## src/rtl/string_replace_stream_top_macros.svh

```systemverilog
// Assertion macros for the RTL of the string replace stream.
// Each macro takes a label, an antecedent and a consequent, all sampled on i_clk
// and disabled while i_rst_n is low.
`ifndef STRING_REPLACE_STREAM_TOP_MACROS_SVH
`define STRING_REPLACE_STREAM_TOP_MACROS_SVH

`ifndef NO_ASSERTIONS

// Consequent must hold in the same cycle as the antecedent.
`define SRS_ASSERT_SAME(label, ante, cons) \
    label: assert property (@(posedge i_clk) disable iff (!i_rst_n) (ante) |-> (cons)) \
        else $error("string replace stream: same-cycle check failed");

// Consequent must hold in the cycle after the antecedent.
`define SRS_ASSERT_NEXT(label, ante, cons) \
    label: assert property (@(posedge i_clk) disable iff (!i_rst_n) (ante) |=> (cons)) \
        else $error("string replace stream: next-cycle check failed");

`else

`define SRS_ASSERT_SAME(label, ante, cons)
`define SRS_ASSERT_NEXT(label, ante, cons)

`endif

`endif

```

## src/rtl/srs_pkg.sv

```systemverilog
`timescale 1ns / 1ps

package srs_pkg;

    localparam int MAX_PATTERN  = 8;
    localparam int MAX_REPL     = 8;
    localparam int BYTE_W       = 8;
    localparam int CFG_W        = 64;
    localparam int LEN_W        = 4;
    localparam int CFG_IDX_W    = 8;
    localparam int BUNDLE_DEPTH = (MAX_PATTERN > MAX_REPL) ? MAX_PATTERN : MAX_REPL;
    localparam int WIN_CNT_W    = $clog2(MAX_PATTERN + 1);
    localparam int BCNT_W       = $clog2(BUNDLE_DEPTH + 1);

    typedef enum logic [CFG_IDX_W-1:0] {
        CFG_PATTERN_BYTES      = 8'd0,
        CFG_PATTERN_LENGTH     = 8'd1,
        CFG_REPLACEMENT_BYTES  = 8'd2,
        CFG_REPLACEMENT_LENGTH = 8'd3
    } t_cfg_idx;

    typedef logic [BYTE_W-1:0] t_byte;

    // Words produced by one input item, oldest in entry 0.
    typedef struct packed {
        t_byte [BUNDLE_DEPTH-1:0] bytes;
        logic [BCNT_W-1:0]        words;
        logic                     last;
        logic                     nobyte;
    } t_bundle;

endpackage

```

## src/rtl/srs_window.sv

```systemverilog
`timescale 1ns / 1ps

module srs_window (
    input  logic                         i_clk,
    input  logic                         i_rst_n,
    input  logic                         i_fire,
    input  srs_pkg::t_byte               i_in_byte,
    input  logic                         i_byte_present,
    input  logic                         i_end_of_input,
    input  logic [srs_pkg::CFG_W-1:0]    i_pattern,
    input  logic [srs_pkg::WIN_CNT_W-1:0] i_plen,
    input  logic [srs_pkg::CFG_W-1:0]    i_repl,
    input  logic [srs_pkg::BCNT_W-1:0]   i_rlen,
    output srs_pkg::t_bundle             o_bundle
);
    import srs_pkg::*;

    t_byte [MAX_PATTERN-1:0] r_win;
    logic [WIN_CNT_W-1:0]    r_cnt;
    t_byte [MAX_PATTERN-1:0] n_win;
    logic [WIN_CNT_W-1:0]    n_cnt;

    t_byte [MAX_PATTERN-1:0] w_app;
    t_byte [MAX_PATTERN-1:0] w_drop;
    logic [WIN_CNT_W-1:0]    c_app;
    logic                    same;
    logic                    full;
    logic                    hit;
    logic                    emit;
    logic [BCNT_W-1:0]       words;

    always_comb begin
        // Append the new byte behind the held ones.
        w_app = r_win;
        c_app = r_cnt;
        if (i_byte_present && (r_cnt < WIN_CNT_W'(MAX_PATTERN))) begin
            for (int i = 0; i < MAX_PATTERN; i++) begin
                if (WIN_CNT_W'(i) == r_cnt) begin
                    w_app[i] = i_in_byte;
                end
            end
            c_app = r_cnt + 1'b1;
        end

        same = 1'b1;
        for (int i = 0; i < MAX_PATTERN; i++) begin
            if ((WIN_CNT_W'(i) < i_plen) && (w_app[i] != i_pattern[i*BYTE_W +: BYTE_W])) begin
                same = 1'b0;
            end
        end
        full = (c_app == i_plen) && (i_plen != '0);
        hit  = i_byte_present && full && same;
        emit = i_byte_present && !hit && (full || (c_app > i_plen));

        for (int i = 0; i < MAX_PATTERN - 1; i++) begin
            w_drop[i] = w_app[i+1];
        end
        w_drop[MAX_PATTERN-1] = '0;

        if (hit || i_end_of_input) begin
            n_win = w_app;
            n_cnt = '0;
        end else if (emit) begin
            n_win = w_drop;
            n_cnt = c_app - 1'b1;
        end else begin
            n_win = w_app;
            n_cnt = c_app;
        end

        // On a match the replacement goes out; otherwise a prefix of the window
        // (the oldest byte, or all of it when the string ends).
        for (int i = 0; i < BUNDLE_DEPTH; i++) begin
            if (hit) begin
                o_bundle.bytes[i] = (i < MAX_REPL) ? i_repl[i*BYTE_W +: BYTE_W] : '0;
            end else begin
                o_bundle.bytes[i] = (i < MAX_PATTERN) ? w_app[i] : '0;
            end
        end

        if (hit) begin
            words = i_rlen;
        end else if (i_end_of_input) begin
            words = BCNT_W'(c_app);
        end else begin
            words = emit ? BCNT_W'(1) : '0;
        end

        o_bundle.last   = i_end_of_input;
        o_bundle.nobyte = i_end_of_input && (words == '0);
        o_bundle.words  = o_bundle.nobyte ? BCNT_W'(1) : words;
    end

    always_ff @(posedge i_clk) begin
        if (!i_rst_n) begin
            r_cnt <= '0;
        end else if (i_fire) begin
            r_cnt <= n_cnt;
        end
    end

    always_ff @(posedge i_clk) begin
        if (i_fire) begin
            r_win <= n_win;
        end
    end

endmodule

```

## src/rtl/string_replace_stream_top.sv

```systemverilog
`timescale 1ns / 1ps
// Streaming find-and-replace. Source bytes enter on the input channel
// (i_valid / o_ready) with i_byte_present and i_end_of_input; rewritten bytes
// leave on the output channel (o_valid / i_ready). Every non-overlapping
// occurrence of the pattern, scanned left to right, is replaced by the
// replacement text; other bytes pass through after a delay of up to the
// pattern length minus one bytes, which the match window holds back.
// The configuration channel (i_cfg_valid / o_cfg_ready, always ready) writes
// pattern bytes, pattern length, replacement bytes and replacement length by
// index; write it only while the block is idle.
// The first word caused by an input word appears in the cycle after that word is
// accepted. Throughput: one input word per cycle while each input word causes at
// most one output word and the receiver is ready. A match or the end of a string
// can cause up to eight output words; they drain from an output shift register
// one per cycle while the receiver is ready, and the input is held off until its
// last word is being taken, except that input words that cause no output keep flowing.
// When the receiver stalls, the current output word holds steady.
// Reset empties the window and the output register and clears all
// configuration registers, which leaves the block in pass-through mode.
// A string that ends with no byte left to send closes with one end-only word.

module string_replace_stream_top (
    input  logic                          i_clk,
    input  logic                          i_rst_n,
    // Configuration channel
    input  logic                          i_cfg_valid,
    output logic                          o_cfg_ready,
    input  logic [srs_pkg::CFG_IDX_W-1:0] i_cfg_index,
    input  logic [srs_pkg::CFG_W-1:0]     i_cfg_data,
    // Input channel
    input  logic                          i_valid,
    output logic                          o_ready,
    input  logic [7:0]                    i_in_byte,
    input  logic                          i_byte_present,
    input  logic                          i_end_of_input,
    // Output channel
    output logic                          o_valid,
    input  logic                          i_ready,
    output logic [7:0]                    o_out_byte,
    output logic                          o_out_present,
    output logic                          o_end_of_output
);
    import srs_pkg::*;

    `include "string_replace_stream_top_macros.svh"

    // Configuration registers.
    logic [CFG_W-1:0] r_pattern;
    logic [LEN_W-1:0] r_plen;
    logic [CFG_W-1:0] r_repl;
    logic [LEN_W-1:0] r_rlen;

    logic [WIN_CNT_W-1:0] plen_eff;
    logic [BCNT_W-1:0]    rlen_eff;

    // Output shift register: the word at entry 0 is on the output port.
    t_byte [BUNDLE_DEPTH-1:0] r_bytes;
    logic [BCNT_W-1:0]        r_left;
    logic                     r_last;
    logic                     r_nobyte;
    t_byte [BUNDLE_DEPTH-1:0] n_bytes;
    logic [BCNT_W-1:0]        n_left;
    logic                     n_last;
    logic                     n_nobyte;

    t_bundle bundle;
    logic    in_fire;
    logic    take;
    logic    load;
    logic    out_free;

    assign o_cfg_ready = 1'b1;

    always_ff @(posedge i_clk) begin
        if (!i_rst_n) begin
            r_pattern <= '0;
            r_plen    <= '0;
            r_repl    <= '0;
            r_rlen    <= '0;
        end else if (i_cfg_valid) begin
            case (t_cfg_idx'(i_cfg_index))
                CFG_PATTERN_BYTES:      r_pattern <= i_cfg_data;
                CFG_PATTERN_LENGTH:     r_plen    <= i_cfg_data[LEN_W-1:0];
                CFG_REPLACEMENT_BYTES:  r_repl    <= i_cfg_data;
                CFG_REPLACEMENT_LENGTH: r_rlen    <= i_cfg_data[LEN_W-1:0];
                default: begin
                end
            endcase
        end
    end

    // Lengths above the supported maximum count as the maximum.
    assign plen_eff = (r_plen > LEN_W'(MAX_PATTERN)) ? WIN_CNT_W'(MAX_PATTERN)
                                                     : WIN_CNT_W'(r_plen);
    assign rlen_eff = (r_rlen > LEN_W'(MAX_REPL)) ? BCNT_W'(MAX_REPL) : BCNT_W'(r_rlen);

    srs_window u_window (
        .i_clk          (i_clk),
        .i_rst_n        (i_rst_n),
        .i_fire         (in_fire),
        .i_in_byte      (i_in_byte),
        .i_byte_present (i_byte_present),
        .i_end_of_input (i_end_of_input),
        .i_pattern      (r_pattern),
        .i_plen         (plen_eff),
        .i_repl         (r_repl),
        .i_rlen         (rlen_eff),
        .o_bundle       (bundle)
    );

    // The output register can take a new bundle when it is empty or its last
    // word leaves this cycle. A word that produces nothing never needs it.
    assign take     = o_valid && i_ready;
    assign out_free = (r_left == '0) || ((r_left == BCNT_W'(1)) && i_ready);
    assign o_ready  = out_free || (bundle.words == '0);
    assign in_fire  = i_valid && o_ready;
    assign load     = in_fire && (bundle.words != '0);

    always_comb begin
        n_bytes  = r_bytes;
        n_left   = r_left;
        n_last   = r_last;
        n_nobyte = r_nobyte;
        if (load) begin
            n_bytes  = bundle.bytes;
            n_left   = bundle.words;
            n_last   = bundle.last;
            n_nobyte = bundle.nobyte;
        end else if (take) begin
            for (int i = 0; i < BUNDLE_DEPTH - 1; i++) begin
                n_bytes[i] = r_bytes[i+1];
            end
            n_bytes[BUNDLE_DEPTH-1] = '0;
            n_left = r_left - 1'b1;
        end
    end

    always_ff @(posedge i_clk) begin
        if (!i_rst_n) begin
            r_left   <= '0;
            r_last   <= 1'b0;
            r_nobyte <= 1'b0;
        end else begin
            r_left   <= n_left;
            r_last   <= n_last;
            r_nobyte <= n_nobyte;
        end
    end

    always_ff @(posedge i_clk) begin
        r_bytes <= n_bytes;
    end

    assign o_valid         = (r_left != '0);
    assign o_out_byte      = r_nobyte ? '0 : r_bytes[0];
    assign o_out_present   = !r_nobyte;
    assign o_end_of_output = r_last && (r_left == BCNT_W'(1));

    // A new bundle never overwrites words that have not been delivered.
    `SRS_ASSERT_SAME(a_no_overwrite, load, (r_left == '0) || ((r_left == BCNT_W'(1)) && i_ready))
    // Taking a word that is not the last of its bundle leaves the next one valid.
    `SRS_ASSERT_NEXT(a_drain_continues, take && (r_left > BCNT_W'(1)), o_valid)
    // An end-only word carries a zero byte and closes the string.
    `SRS_ASSERT_SAME(a_end_only_word, o_valid && !o_out_present,
                     o_end_of_output && (o_out_byte == '0))

endmodule
```

## config.mk

```make
export PLATFORM = sky130hd
export DESIGN_NAME = string_replace_stream_top
export DESIGN_NICKNAME = d
export VERILOG_FILES = /design/src/rtl/srs_pkg.sv /design/src/rtl/srs_window.sv /design/src/rtl/string_replace_stream_top.sv
export VERILOG_INCLUDE_DIRS = /design/src /design/src/rtl
export SDC_FILE = /design/constraint.sdc
export NUM_CORES = 1
export LEC_CHECK = 0
export BUFFER_PORTS_ARGS = -buffer_cell sky130_fd_sc_hd__buf_2
export CORE_MARGIN = 1
export CORE_UTILIZATION = 25
export CTS_BUF_LIST = sky130_fd_sc_hd__clkbuf_4
export CTS_CLUSTER_SIZE = 16
export DETAILED_ROUTE_END_ITERATION = 8
export GPL_TIMING_DRIVEN = 0
export PLACE_DENSITY = 0.47
export SETUP_SLACK_MARGIN = 0.3
export SKIP_CTS_REPAIR_TIMING = 1
export SYNTH_ARGS = -nofsm -noshare
export SYNTH_HDL_FRONTEND = slang
export SYNTH_SLANG_ARGS = --single-unit
```

## constraint.sdc

```tcl
create_clock -name i_clk -period 7.3 [get_ports i_clk]
set_clock_uncertainty 0.1 [all_clocks]
set_input_delay 1.46 -clock i_clk [delete_from_list [all_inputs] [get_ports i_clk]]
set_output_delay 1.46 -clock i_clk [all_outputs]
set_load 0.05 [all_outputs]
```

==> implementation parameters, run 1 <==
Parameter                              Value

Status
  Result of the run ... completed

Critical path
  Worst path slowest cell ... sky130_fd_sc_hd__or4b_1
  Startpoint of the lowest-slack register-to-register path ... u_window.r_cnt[0]
  Capture point of the worst reg-to-reg path ... r_bytes[14]
  Largest fanout on the critical path ... 10
  Kind of critical path ... input pin to output port
  Maximum single-stage delay on the critical path ... 0.54 ns
  Cell with the most instances on the worst path ... sky130_fd_sc_hd__buf_2
  Arrival time at the worst endpoint ... 5.35 ns
  Crit start category ... input pin
  Critical path, cell by cell ... buf_2 -> clkbuf_4 -> nand4b_4 -> mux2i_2 -> o22ai_1 -> nor4_2 -> a31oi_1 -> nor3_2 -> a21oi_1 -> or4b_1 -> buf_2 -> buf_2 -> or2_2 -> a21oi_1 -> or2_2 -> clkbuf_4
  Largest delay share family, worst path ... simple AND/OR/NAND/NOR gates
  Crit path required time ... 5.74 ns
  Buffer and inverter count on the worst path ... 5
  Worst setup EP type ... output port
  Cells on worst reg2reg path ... 17
  Flop-to-flop setup slack ... 1.68 ns

Yosys
  Synth Area in Adders ... 0.9685%
  Synthesized-area fraction occupied by ao, oa, aoi and oai cells ... 18.39%
  Cell accounting for the most synthesized area ... sky130_fd_sc_hd__edfxtp_1
  #FFs+latches synth ... 274
  Number of distinct library cells after synthesis ... 72
  Main area contributors after synthesis ... sky130_fd_sc_hd__edfxtp_1 (27%), sky130_fd_sc_hd__dfxtp_1 (21%), sky130_fd_sc_hd__nand2_1 (10%), sky130_fd_sc_hd__a21boi_0 (7.2%), sky130_fd_sc_hd__mux2i_1 (6.8%)
  Async S/R FF share, synth ... 0%
  Mapped Avg Cell Area ... 9.034 um2
  Cell area after synthesis ... 14210 um2
  Dominant register cell in the synthesized netlist ... sky130_fd_sc_hd__dfxtp_1
  Post-synthesis instance total ... 1573
  Area share of the largest cell type after synthesis ... 27.05%
  Sequential cell area fraction in the yosys report ... 47.61%
  Yosys synthesis warning count ... 0
  Multiplexer fraction of the synthesized cell area ... 6.911%
  Number of synthesized flops with an enable pin ... 128
  Simple-Gate Fraction of Synth Area ... 17.78%
  Xor/xnor cell area share of the yosys netlist ... 3.636%
  Main combinational cell family by area after synthesis ... compound AO/OA/AOI/OAI gates
  Net Count, Synth ... 1671

Layout
  Layout overhead on the synthesized area ... 20.60%
  Most common cell after layout, fill and taps aside ... sky130_fd_sc_hd__nand2_1
  Final standard cell utilization of the core ... 30.45%
  Number of inserted filler cells in the final layout ... 6045
  Share of cells above drive strength 1 ... 18.43%
  Post-layout nets ... 1866
  Most frequent cells in the layout ... sky130_fd_sc_hd__nand2_1 (388), sky130_fd_sc_hd__dfxtp_1 (145), sky130_fd_sc_hd__clkbuf_4 (141)
  Finished layout cell area ... 17140 um2

Power and ir drop
  Power per unit of standard cell area ... 345.9 nW/um2
  Leakage component of the power ... 6.519 nW
  Clock network power share ... 27.1%
  Cell-internal power ... 3.779 mW
  P_sw ... 2.149 mW
  Gate power share ... 31.9%
  Switching share of power ... 36.26%
  Largest voltage drop on the vdd net ... 0.1871 mV
  Register share of total power ... 41.0%

Route
  Average routed wire per standard cell ... 19.40 um
  Number of DRC markers in iteration 0 ... 779
  Detailed-route DRC error count ... 0
  Detail-routed via count per cell ... 4.727
  Via total after detailed routing ... 12270
  Final ANT Viol Nets ... 0
  Routed Wire Length ... 50.38 mm
  Drt pass-1 iters ... 8

Place
  HPWL after detailed placement ... 37.33 mm
  Number of I/O port buffers ... 95
  Post-DP Area ... 15750 um2
  Dpl ws ... -0.1367 ns
  Gpl congestion ... 0.8718

Timing
  Number of failing hold endpoints at the final stage ... 0
  Total Neg Setup Slack ... 0 ns
  Setup WS post-layout ... 0.3938 ns
  Worst hold slack after final layout ... 0.3616 ns
  Fmax achieved ... 0.1448 GHz
  Tightest slew margin relative to the limit ... 20.99%
  Number of pins with negative max-slew slack in the final report ... 0
  Setup repair after global routing missed its margin ... no
  Worst slew pin tran ... 1.185 ns
  Total of endpoints with negative setup slack in the final report ... 0
  Final period demand of the worst path ... 6.906 ns
  Share of the clock period used by the worst path ... 94.61%

Floorplanning
  Number of top-level pins ... 100
  DIE AREA ... 57800 um2
  CORE AREA ... 56280 um2
  Floorplan row count ... 87
  Die width ... 240.4 um
  Height of the die ... 240.4 um
  Initial cell density of the core ... 25.25%

Job
  Maximum Capacitance Violations ... 0

Clock network
  Clock transition time at the flip-flop clock pins of the worst setup and hold paths ... 0.06 ns
  Later-pin clock latency in the skew report ... 0.81 ns
  CTS root buf ... sky130_fd_sc_hd__clkbuf_4
  Number of H-tree levels ... 3
  CTS tree ... yes
  Bufs on Longest Clock Path ... 3
  Number of clock buffers inserted by TritonCTS ... 82
  Clock sink count ... 274

GRT
  Met1 routing resource usage after global routing ... 21.87%
  Via count of the first global-routing pass ... 12100
  Total routing usage reported by global routing ... 17.38%
  Pin count of the biggest net entering global routing ... 46
  Global-route wire length before repair ... 73.91 mm
  Total congestion overflow after global routing ... 0
  Global route hottest layer ... met2
  Antenna violations before repair ... 2
  Grt met3 use ... 3.915%
  Global routing usage on met2 ... 28.88%

Hold path
  Critical hold path startpoint ... r_repl[12]
  Worst Hold Depth ... 2
  Hold WC Path Type ... register to register
  Hold path endpoint ... r_repl[12]
-- flip-flops by register name, indices dropped and copies added (netlist names) --
| signal | cells |
|---|---|
| r_bytes | 64 |
| r_last | 1 |
| r_left | 4 |
| r_nobyte | 1 |
| r_pattern | 64 |
| r_plen | 4 |
| r_repl | 64 |
| r_rlen | 4 |
| u_window.r_cnt | 4 |
| u_window.r_win | 64 |
-- layer usage --
layer | vias to the layer above | wire, um
li1 | 5941 | -
met1 | 5885 | 22330
met2 | 371 | 24210
met3 | 73 | 2767
met4 | 0 | 1067
met5 | - | 0
-- cells in the mapped netlist, types with 4 or more instances --
cell,number
sky130_fd_sc_hd__o22a_1,4
sky130_fd_sc_hd__xnor2_1,24
sky130_fd_sc_hd__buf_4,14
sky130_fd_sc_hd__dfxtp_1,146
sky130_fd_sc_hd__edfxtp_1,128
sky130_fd_sc_hd__a221oi_1,5
sky130_fd_sc_hd__inv_1,45
sky130_fd_sc_hd__a211oi_1,15
sky130_fd_sc_hd__o21ai_1,19
sky130_fd_sc_hd__nand3_1,15
sky130_fd_sc_hd__buf_6,4
sky130_fd_sc_hd__o221ai_1,6
sky130_fd_sc_hd__o22ai_1,20
sky130_fd_sc_hd__nand4_1,7
sky130_fd_sc_hd__o21ai_0,89
sky130_fd_sc_hd__a21o_1,7
sky130_fd_sc_hd__nor2b_1,22
sky130_fd_sc_hd__buf_2,12
sky130_fd_sc_hd__nor3_1,8
sky130_fd_sc_hd__or2_2,5
sky130_fd_sc_hd__and2_1,4
sky130_fd_sc_hd__mux2i_1,97
sky130_fd_sc_hd__nor4_1,14
sky130_fd_sc_hd__ha_1,11
sky130_fd_sc_hd__a31oi_1,9
sky130_fd_sc_hd__nand2b_1,14
sky130_fd_sc_hd__and3_1,5
sky130_fd_sc_hd__a21boi_0,136
sky130_fd_sc_hd__nor2_1,83
sky130_fd_sc_hd__a21oi_1,50
sky130_fd_sc_hd__xor2_1,35
sky130_fd_sc_hd__clkbuf_1,73
sky130_fd_sc_hd__nand2_1,389
-- worst max path at each step --
stage / from / endpoint / slack [ns] / depth (start not counted)
detailed placement: i_in_byte[6] / o_ready / -0.14 / 16
global placement: i_in_byte[5] / u_window.r_cnt[1] / -2.05 / 14
finish: i_byte_present / o_ready / 0.39 / 16
CTS: i_in_byte[5] / o_ready / -0.15 / 16
global route: u_window.r_cnt[0] / o_ready / 0.28 / 17
floorplan: i_byte_present / u_window.r_cnt[1] / 0.48 / 16
-- power groups by stage --
| stage | Clock (mW) | Combinational (mW) | Sequential [mW] |
|---|---|---|---|
| after floorplan | 0 | 1.23 | 2.39 |
| after global placement | 0 | 1.76 | 2.48 |
| after detailed placement | 0 | 1.84 | 2.45 |
| after CTS | 1.65 | 1.85 | 2.42 |
| after global routing | 1.73 | 2.06 | 2.47 |
| final | 1.61 | 1.89 | 2.43 |
-- stage by stage --
step | power, mW | cells
3_3_place_gp | 4.244 | 2424
3_5_place_dp | 4.286 | 2432
4_1_cts | 5.916 | 2582
5_1_grt | 6.268 | 2596
2_1_floorplan | 3.618 | 1573
6_report | 5.929 | 2596
-- kinds of logic (layout without fill, tap and decap cells) --
logic type,after synthesis,after routing
AO/OA/AOI/OAI,393,393
XOR/XNOR,59,59
adder cells (fa/ha/maj),11,11
buffers and inverters,151,412
flip-flops,274,274
multiplexers,98,98
other,1,7
AND/OR/NAND/NOR,586,586
-- worst min-delay path, stage by stage (launching register included) --
cell and delay, ns:
sky130_fd_sc_hd__dfxtp_1 0.31, sky130_fd_sc_hd__nand2_1 0.04, sky130_fd_sc_hd__a21boi_0 0.06
-- cell type report --
class / instances / area [um2] / share of cell area (%)
timing repair buffer: 111 / 648.1 / 3.782
inverter: 45 / 176.4 / 1.029
antenna: 6 / 15.01 / 0.08760
multi-input combinational: 1148 / 6932 / 40.44
sequential: 274 / 6768 / 39.49
clock buffer: 134 / 1006 / 5.869
buffer: 106 / 529.3 / 3.088
tap: 756 / 945.9 / 5.519
clock inverter: 16 / 118.9 / 0.6935
Power figures use the tool's default switching activity.
==> inputs of run 2 (changes only) <==
--- a/config.mk
+++ b/config.mk
@@ -9,7 +9,7 @@
 export BUFFER_PORTS_ARGS = -buffer_cell sky130_fd_sc_hd__buf_2
 export CORE_MARGIN = 1
 export CORE_UTILIZATION = 25
-export CTS_BUF_LIST = sky130_fd_sc_hd__clkbuf_4
+export CTS_BUF_LIST = sky130_fd_sc_hd__clkbuf_8
 export CTS_CLUSTER_SIZE = 16
 export DETAILED_ROUTE_END_ITERATION = 8
 export GPL_TIMING_DRIVEN = 0
==> implementation parameters, run 2 (synthesis gave the netlist of run 1 again) <==
Parameter                              Value

Status
  Result of the run ... completed

Place
  HPWL after detailed placement ... 37.33 mm (unchanged)
  Gpl congestion ... 0.8718 (unchanged)
  Number of I/O port buffers ... 95 (unchanged)
  Cell total after placement ... 2432 (unchanged)

Power and ir drop
  Largest voltage drop on the vdd net ... 0.1858 mV (-0.69%)
  Leakage component of the power ... 6.446 nW (-1.1%)
  Power per unit of standard cell area ... 341.3 nW/um2 (-1.3%)

Timing
  Worst slew pin tran ... 1.200 ns (+0.01515 ns)
  Share of the clock period used by the worst path ... 94.45% (-0.16 points)
  Tightest slew margin relative to the limit ... 19.98% (-1.0 points)
  Final period demand of the worst path ... 6.895 ns (-0.01166 ns)
  Number of failing hold endpoints at the final stage ... 0 (unchanged)
  Setup repair after global routing missed its margin ... no
  Number of pins with negative max-slew slack in the final report ... 0 (unchanged)
  Total of endpoints with negative setup slack in the final report ... 0 (unchanged)
  Fmax achieved ... 0.1450 GHz (+0.17%)

Layout
  Most frequent cells in the layout ... sky130_fd_sc_hd__nand2_1 (388), sky130_fd_sc_hd__dfxtp_1 (146), sky130_fd_sc_hd__a21boi_0 (136)
  Number of non-filler instances in the completed layout ... 2532 (-2.5%)
  Most common cell after layout, fill and taps aside ... sky130_fd_sc_hd__nand2_1
  Post-layout nets ... 1835 (-1.7%)
  Share of cells above drive strength 1 ... 14.92% (-3.5 points)
  Final standard cell utilization of the core ... 30.19% (-0.26 points)
  Layout overhead on the synthesized area ... 19.55%
  FF+latch area ... 6766 um2 (about the same)
  Number of inserted filler cells in the final layout ... 6021 (-0.40%)
  Antenna cells ... 0 (-6)
  Area of the multi-input gates ... 6932 um2 (unchanged)

Route
  Routed Wire Length ... 50.13 mm (-0.49%)
  Drt pass-1 iters ... 7 (-1)
  Number of DRC markers in iteration 0 ... 807 (+3.6%)
  Final ANT Viol Nets ... 0 (unchanged)
  Average routed wire per standard cell ... 19.80 um (+2.0%)
  Detailed-route DRC error count ... 0 (unchanged)
  Via total after detailed routing ... 12020 (-2.0%)
  Detail-routed via count per cell ... 4.747 (+0.44%)

Clock network
  CTS root buf ... sky130_fd_sc_hd__clkbuf_8
  Number of clock buffers inserted by TritonCTS ... 51 (-38%)
  Bufs on Longest Clock Path ... 3 (unchanged)
  Number of H-tree levels ... 2 (-1)
  CTS tree ... yes
  Clock sink count ... 274 (unchanged)
  Later-pin clock latency in the skew report ... 0.63 ns (-0.18 ns)
  Clock transition time at the flip-flop clock pins of the worst setup and hold paths ... 0.05 ns (about the same)

Critical path
  Worst setup path start ... i_byte_present
  Crit start category ... input pin
  Startpoint of the lowest-slack register-to-register path ... u_window.r_cnt[0]
  Cells on worst reg2reg path ... 16 (-1)
  Crit path required time ... 5.74 ns (about the same)
  Largest fanout on the critical path ... 10 (unchanged)
  Kind of critical path ... input pin to output port
  Capture point of the worst reg-to-reg path ... r_bytes[0]
  Worst setup EP type ... output port
  Flop-to-flop setup slack ... 1.67 ns (about the same)
  Arrival time at the worst endpoint ... 5.33 ns (-0.02 ns)

Floorplanning
  Height of the die ... 240.4 um (unchanged)
  Initial cell density of the core ... 25.25% (unchanged)
  DIE AREA ... 57800 um2 (unchanged)
  Die width ... 240.4 um (unchanged)
  Floorplan row count ... 87 (unchanged)
  CORE AREA ... 56280 um2 (unchanged)
  Number of top-level pins ... 100 (unchanged)

GRT
  Pin count of the biggest net entering global routing ... 46 (unchanged)
  Global-route wire length before repair ... 73.46 mm (-0.61%)
  Antenna violations before repair ... 0 (-2)
  Total routing usage reported by global routing ... 17.21% (-0.16 points)
  Via count of the first global-routing pass ... 11840 (-2.1%)
  Total congestion overflow after global routing ... 0 (unchanged)

Hold path
  Worst Hold Depth ... 2 (unchanged)
  Critical hold path startpoint ... r_repl[12]
  Hold WC Path Type ... register to register
  Hold path endpoint ... r_repl[12]

Job
  Maximum Capacitance Violations ... 0 (unchanged)
run 2: changes by cell type in the layout (fill, tap and decap cells not counted), sizes merged:
cell      previous run  this run
clkbuf             213       140
inv                 45        67
diode                6         0
clkinv              11         6
bufinv               2         1
clkinvlp             3         2
run 2: final cells by class:
| class | count | share of cell area [%] |
|---|---|---|
| inverters | 45 | 1.038 |
| clock buffers | 61 | 4.941 |
| well taps | 756 | 5.567 |
| multi-input cells | 1148 | 40.80 |
| flip-flops and latches | 274 | 39.83 |
| clock inverters | 31 | 0.8984 |
| plain buffers | 106 | 3.115 |
| repair buffers | 111 | 3.815 |
run 2: stage by stage:
step	area [um2]	setup TNS [ns]	hold WS (ns)	power [mW]	setup WS, ns
floorplan	14210	0	0.3403	3.618	0.4817
CTS	16740	-0.1510	0.3660	5.777	-0.1510
global route	16990	0	0.3850	6.108	0.2952
finish	16990	0	0.3604	5.798	0.4055
detailed placement	15750	-0.1367	0.3577	4.286	-0.1367
global placement	15630	-224.07	0.3470	4.244	-2.053
run 2: worst max path at each step:
stage / to / slack (ns)
after global routing: o_ready / 0.30
after global placement: u_window.r_cnt[1] / -2.05
after detailed placement: o_ready / -0.14
final: o_ready / 0.41
after floorplan: u_window.r_cnt[1] / 0.48
after CTS: o_ready / -0.15
run 2: where the power goes:
| group | internal [mW] | switching [mW] |
|---|---|---|
| Clock | 0.788 | 0.687 |
| Combinational | 0.659 | 1.23 |
| Sequential | 2.22 | 0.209 |
run 2: metal layers:
metal	vias up	share of wire [%]	global-route usage, %
li1	5821	-	-
met5	-	0	0
met2	342	48	28.85
met3	75	5.1	2.755
met1	5782	45	22.16
met4	0	2.3	6.254
run 2: worst max-delay path: stages:
cell and delay [ns]:
sky130_fd_sc_hd__buf_2 0.11, sky130_fd_sc_hd__and4bb_2 0.35, sky130_fd_sc_hd__buf_4 0.26, sky130_fd_sc_hd__nor2_1 0.08, sky130_fd_sc_hd__a21oi_2 0.26, sky130_fd_sc_hd__o22ai_1 0.11
sky130_fd_sc_hd__or3b_1 0.51, sky130_fd_sc_hd__nor3_2 0.24, sky130_fd_sc_hd__a21oi_1 0.10, sky130_fd_sc_hd__or4b_1 0.54, sky130_fd_sc_hd__buf_2 0.19, sky130_fd_sc_hd__buf_2 0.25
sky130_fd_sc_hd__or2_2 0.36, sky130_fd_sc_hd__a21oi_1 0.14, sky130_fd_sc_hd__or2_2 0.13, sky130_fd_sc_hd__clkbuf_4 0.22
